<file path="src/rtl/bpfa_pkg.sv">
// Shared types, codes and default sizes of the bitmap page frame allocator.
`timescale 1ns / 1ps

package bpfa_pkg;

    // Default map geometry
    localparam int DEF_TOTAL_WORDS    = 1024;
    localparam int DEF_RESERVED_WORDS = 16;
    localparam int DEF_PAGING_WORDS   = 16;
    localparam int DEF_FRAME_SHIFT    = 12;

    // Fixed field widths
    localparam int ADDR_W  = 27;
    localparam int COUNT_W = 15;
    localparam int WORD_W  = 32;
    localparam int BIT_W   = 5;

    localparam logic [COUNT_W-1:0] COUNT_MAX = {COUNT_W{1'b1}};
    localparam logic [WORD_W-1:0]  FULL_WORD = {WORD_W{1'b1}};

    // Request codes
    typedef enum logic [1:0] {
        REQ_GEN_ALLOC = 2'd0,
        REQ_PAG_ALLOC = 2'd1,
        REQ_GEN_FREE  = 2'd2,
        REQ_PAG_FREE  = 2'd3
    } t_req;

    // Result status codes
    typedef enum logic [1:0] {
        ST_OK        = 2'd0,
        ST_NO_FREE   = 2'd1,
        ST_NOT_ALLOC = 2'd2,
        ST_OUTSIDE   = 2'd3
    } t_status;

    // What the bit unit reports on one map word
    typedef struct packed {
        logic              full;
        logic [BIT_W-1:0]  low_bit;
        logic [WORD_W-1:0] set_word;
        logic              bit_set;
        logic [WORD_W-1:0] clr_word;
    } t_word_info;

endpackage

</file>
<file path="src/rtl/bpfa_bit_ops.sv">
// Bit unit: lowest clear bit, set and clear of one map word.
`timescale 1ns / 1ps

module bpfa_bit_ops (
    input  logic [bpfa_pkg::WORD_W-1:0] i_word,
    input  logic [bpfa_pkg::BIT_W-1:0]  i_bit,
    output bpfa_pkg::t_word_info        o_info
);

    logic [bpfa_pkg::WORD_W-1:0] inv;
    logic [bpfa_pkg::WORD_W-1:0] low_hot;
    logic [bpfa_pkg::WORD_W-1:0] sel_hot;
    logic [bpfa_pkg::BIT_W-1:0]  low_bit;

    // Isolate the lowest zero bit as a one-hot mask
    assign inv     = ~i_word;
    assign low_hot = inv & (~inv + bpfa_pkg::WORD_W'(1));
    assign sel_hot = bpfa_pkg::WORD_W'(1) << i_bit;

    // Encode the one-hot mask
    always_comb begin
        low_bit = '0;
        for (int b = 0; b < bpfa_pkg::WORD_W; b++) begin
            if (low_hot[b]) begin
                low_bit = low_bit | bpfa_pkg::BIT_W'(b);
            end
        end
    end

    assign o_info.full     = (i_word == bpfa_pkg::FULL_WORD);
    assign o_info.low_bit  = low_bit;
    assign o_info.set_word = i_word | low_hot;
    assign o_info.bit_set  = |(i_word & sel_hot);
    assign o_info.clr_word = i_word & ~sel_hot;

endmodule

</file>
<file path="config.mk">
export PLATFORM = sky130hd
export DESIGN_NAME = bpfa_bit_ops
export DESIGN_NICKNAME = d
export VERILOG_FILES = /design/src/rtl/bpfa_pkg.sv /design/src/rtl/bpfa_bit_ops.sv
export SDC_FILE = /design/constraint.sdc
export NUM_CORES = 1
export LEC_CHECK = 0
export ABC_AREA = 1
export CAP_MARGIN = 20
export CORE_AREA = 2 2 64 72
export DETAILED_ROUTE_END_ITERATION = 8
export DIE_AREA = 0 0 66 74
export DONT_BUFFER_PORTS = 1
export SLEW_MARGIN = 10
export SYNTH_ARGS = -nofsm -noshare
export SYNTH_HDL_FRONTEND = slang
export SYNTH_SLANG_ARGS = --single-unit
</file>
<file path="constraint.sdc">
create_clock -name vclk -period 3.9
set_input_delay 0.585 -clock vclk [all_inputs]
set_output_delay 0.585 -clock vclk [all_outputs]
set_load 0.05 [all_outputs]
</file>
---- After elaboration in Yosys (flattened, before gate mapping) ----
Index checks and enable logic that the tools add are counted.
cells by class
  reductions and logical operators ........ 1
  $mul .................................... 0
  bitwise gates (word level) .............. 7
  equal/unequal tests ..................... 1
  $lt $le $gt $ge ......................... 0
  div/mod/pow operators ................... 0
  shift-type cells ........................ 1
  add/sub/neg operators ................... 1
  multiplexer cells ....................... 31
operator list
  kind                                              number
  AND 32 bit                                        3
  NOT 32 bit                                        3
  two-way mux 5 bit                                 16
  adder 32 x 1 -> 32 bit, second input constant     1
  equality test 32 bit, second input constant       1
  two-way mux 4 bit                                 8
  OR 32 bit                                         1
  OR reduction 32 bit                               1
  left shift 1 x 5 -> 32 bit, first input constant  1
  two-way mux 3 bit                                 4
  two-way mux 2 bit                                 2
  two-way mux 1 bit                                 1
word-level totals
  bits of input ports ..................... 37
  output and inout bits ................... 71
  flip-flop bits (word level) ............. 0
  memory bits (read-only) ................. 0
  bits in writable memories ............... 0
  memories kept ........................... 0
  latch bits .............................. 0

---- Logic depth before layout (Yosys ltp) ----
  depth in word-level cells ............... 35
  depth in mapped cells ................... 11

---- Least setup slack after synthesis ----
Ideal clock, no wire load.
  path type ............................... input port to output port
  start ................................... input i_word[0] in the netlist's numbering
  end ..................................... output o_info[58] in the netlist's numbering
  slack ................................... 0.904 ns
  arrival ................................. 2.411 ns
  data required time ...................... 3.315 ns
  stages .................................. 6
  cells stage by stage .................... nand2_2 > nor2_4 > nand2_2 > nor2_4 > nand2_2 > o31ai_1
RTL lines
  what                RTL line           source
  start: declaration  bpfa_bit_ops.sv:5  input logic [bpfa_pkg::WORD_W-1:0] i_word,
  end: declaration    bpfa_bit_ops.sv:7  output bpfa_pkg::t_word_info o_info

==> run_summary.xml <==
<?xml version="1.0" encoding="UTF-8"?>
<metrics>
  <group name="timing">
    <metric name="setup_viol_count_final" unit="">0</metric>
    <metric name="drv_slew" unit="">0</metric>
    <metric name="fmax" unit="MHz">372</metric>
    <metric name="rsz_0062_raised_after_global_routing" unit="">no</metric>
    <metric name="period_needed" unit="ps">2690</metric>
    <metric name="hold-worst-slack" unit="ps">1400</metric>
    <metric name="timing_worst_slew_pin_value" unit="ps">1160</metric>
    <metric name="part_of_the_cycle_the_worst_path_needs" unit="%">68.9</metric>
    <metric name="timing.setup.tns" unit="ps">0</metric>
    <metric name="timing.final.hold_violations" unit="">0</metric>
    <metric name="maxSlewHeadroom" unit="%">22.1</metric>
  </group>
  <group name="pwr">
    <metric name="pwr_density_cell" unit="mW/mm2">134</metric>
    <metric name="p_leak" unit="nW">1.08</metric>
    <metric name="peakVddDrop" unit="mV">0.0679</metric>
  </group>
  <group name="placed_design">
    <metric name="total_instance_count_after_detailed_placement" unit="">461</metric>
    <metric name="place_hpwl" unit="mm">6.18</metric>
    <metric name="numPortBuffers" unit="">0</metric>
    <metric name="finalWeightedCongestion" unit="">0.954</metric>
  </group>
  <group name="cts">
    <metric name="cts_hold_repair_buffers" unit="">0</metric>
    <metric name="postCtsSetupBuffers" unit="">0</metric>
    <metric name="ctsResizeCount" unit="">0</metric>
  </group>
  <group name="synth">
    <metric name="synthMostInstantiatedCell" unit="">nand2_1</metric>
    <metric name="synth_largest_type_area_fraction" unit="%">25.0</metric>
    <metric name="postSynthNetCount" unit="">451</metric>
    <metric name="netlist_top_cells_area" unit="">nand2_1 25%, nor2_1 16%, inv_1 16%</metric>
    <metric name="syn_area" unit="mm2">0.00182</metric>
    <metric name="post_synthesis_cells" unit="">414</metric>
    <metric name="top_post_synthesis_cells_by_count" unit="">121 x nand2_1, 79 x nor2_1, 76 x inv_1</metric>
    <metric name="seq_area_frac_synth" unit="%">0</metric>
    <metric name="syn-mean-instance-area" unit="um2">4.39</metric>
    <metric name="yosysWarningCount" unit="">0</metric>
    <metric name="yosys.area.top_type" unit="">nand2_1</metric>
    <metric name="yosysUniqueCellTypes" unit="">26</metric>
  </group>
  <group name="grt">
    <metric name="global_route_wire_length_before_repair" unit="mm">11.0</metric>
    <metric name="grt-ovfl-total" unit="">0</metric>
    <metric name="globalRouteTotalUtil" unit="%">28.7</metric>
    <metric name="maximum_number_of_pins_on_one_net_before_global_route_repair" unit="">27</metric>
    <metric name="grt_antenna_before_repair" unit="">0</metric>
    <metric name="first_global_vias" unit="">2240</metric>
  </group>
  <group name="detailed_routing">
    <metric name="vias" unit="">2553</metric>
    <metric name="route.final.wire_length" unit="mm">7.24</metric>
    <metric name="drtIter0Drc" unit="">201</metric>
    <metric name="drt_pre_antenna_iters" unit="">5</metric>
    <metric name="avgViaCountPerCell" unit="">5.54</metric>
    <metric name="antenna_left" unit="">0</metric>
    <metric name="post-route-drc-count" unit="">0</metric>
    <metric name="routedWlPerCell" unit="um">15.7</metric>
  </group>
  <group name="setup_path">
    <metric name="worst_setup_path_start_kind" unit="">input port</metric>
    <metric name="slowest_delay" unit="ps">410</metric>
    <metric name="critical_path.top_delay_family" unit="">simple AND/OR/NAND/NOR gates</metric>
    <metric name="max_fanout_on_critical_path" unit="">9</metric>
    <metric name="worst_endpoint_required_time" unit="ps">3310</metric>
    <metric name="critical_path_buf_inv_count" unit="">0</metric>
    <metric name="worstPathCellList" unit="">nand2_2 &gt; nor2_4 &gt; nand2_1 &gt; nor2_1 &gt; nand4_1 &gt; nand3_1 &gt; nor2_1 &gt; nand3_1</metric>
    <metric name="crit_path_top_delay_cell" unit="">nand3_1</metric>
    <metric name="worst_ep_arrival_time" unit="ps">2100</metric>
    <metric name="end_kind" unit="">primary output</metric>
    <metric name="critical_path_class" unit="">in -&gt; out</metric>
  </group>
  <group name="floorplanning">
    <metric name="num_io_pins" unit="">108</metric>
    <metric name="placeableCoreArea" unit="mm2">0.00419</metric>
    <metric name="die_h" unit="um">74</metric>
    <metric name="die-width" unit="um">66</metric>
    <metric name="core.rowCount" unit="">25</metric>
    <metric name="initial_utilization" unit="%">43.4</metric>
    <metric name="die_area" unit="mm2">0.00488</metric>
  </group>
  <group name="run">
    <metric name="max_capacitance_violation_count" unit="">0</metric>
  </group>
  <group name="finish">
    <metric name="final_core_utilization" unit="%">44.7</metric>
    <metric name="layout.sequential_cells" unit="">0</metric>
    <metric name="antennaDiodeCount" unit="">0</metric>
    <metric name="final.clkbuf_count" unit="">0</metric>
    <metric name="ff_latch_area" unit="um2">0</metric>
    <metric name="area_growth" unit="%">3.03</metric>
    <metric name="final_layout_size_suffix_gt1_share" unit="%">6.88</metric>
    <metric name="final-instance-count-excl-fill" unit="">461</metric>
    <metric name="fin_nets" unit="">446</metric>
  </group>
  <group name="min_path">
    <metric name="hp-class" unit="">in -&gt; out</metric>
  </group>
  <group name="run_status">
    <metric name="run_status" unit="">finished clean</metric>
  </group>
</metrics>
-- layout by cell type, fill, tap and decap left out, types with 3 or more instances in the layout --
cell | Yosys | routed
nand2_2 | 6 | 6
nand3_2 | 3 | 3
a21oi_1 | 5 | 5
inv_1 | 76 | 76
nor3_1 | 9 | 9
buf_4 | 1 | 3
o21ai_1 | 1 | 7
nor2_1 | 79 | 79
or2_2 | 3 | 3
nand2_1 | 121 | 121
nand4_1 | 14 | 14
nor2_2 | 5 | 5
nor2_4 | 4 | 4
nand3_1 | 41 | 41
o21ai_0 | 24 | 18
-- cells by family after synthesis --
group / synth area share, %
other cells: 0.206
buf+inv: 18.4
simple gates: 71.0
compound gates: 10.5
-- report_power, final --
part	internal (mW)	total, mW	leakage (nW)	switching (mW)
clock network	0	0	0	0
logic	0.0320	0.251	1.08	0.219
registers	0	0	0	0
-- stage by stage --
stage / instance area [um2] / worst slack [ps] / power [mW]
finish: 1870 / 1210 / 0.251
global route: 1870 / 1080 / 0.264
CTS: 1870 / 1220 / 0.250
detailed placement: 1870 / 1220 / 0.250
global placement: 1870 / 1240 / 0.250
floorplan: 1820 / 904 / 0.233
-- routing by layer --
metal	vias to the layer above	wire length [um]	global-route usage, %
met5	-	0	0
met4	0	140	4.99
met3	8	590	3.78
met2	137	3340	50.8
met1	1119	3160	37.9
li1	1289	-	-
-- cell type report --
class                      instances  area [um2]
fill                             516        2320
tap                               54        67.6
timing repair buffer               3        22.5
inverter                          77         289
multi-input combinational        327        1490
-- path summary, 6_finish.rpt --
kind                       from         end  slack, ps  cells past startpoint
worst max-delay path  i_word[0]  o_info[69]       1210                      8
worst min-delay path  i_word[6]   o_info[6]       1400                      2
(Power assumes the default switching activity.)
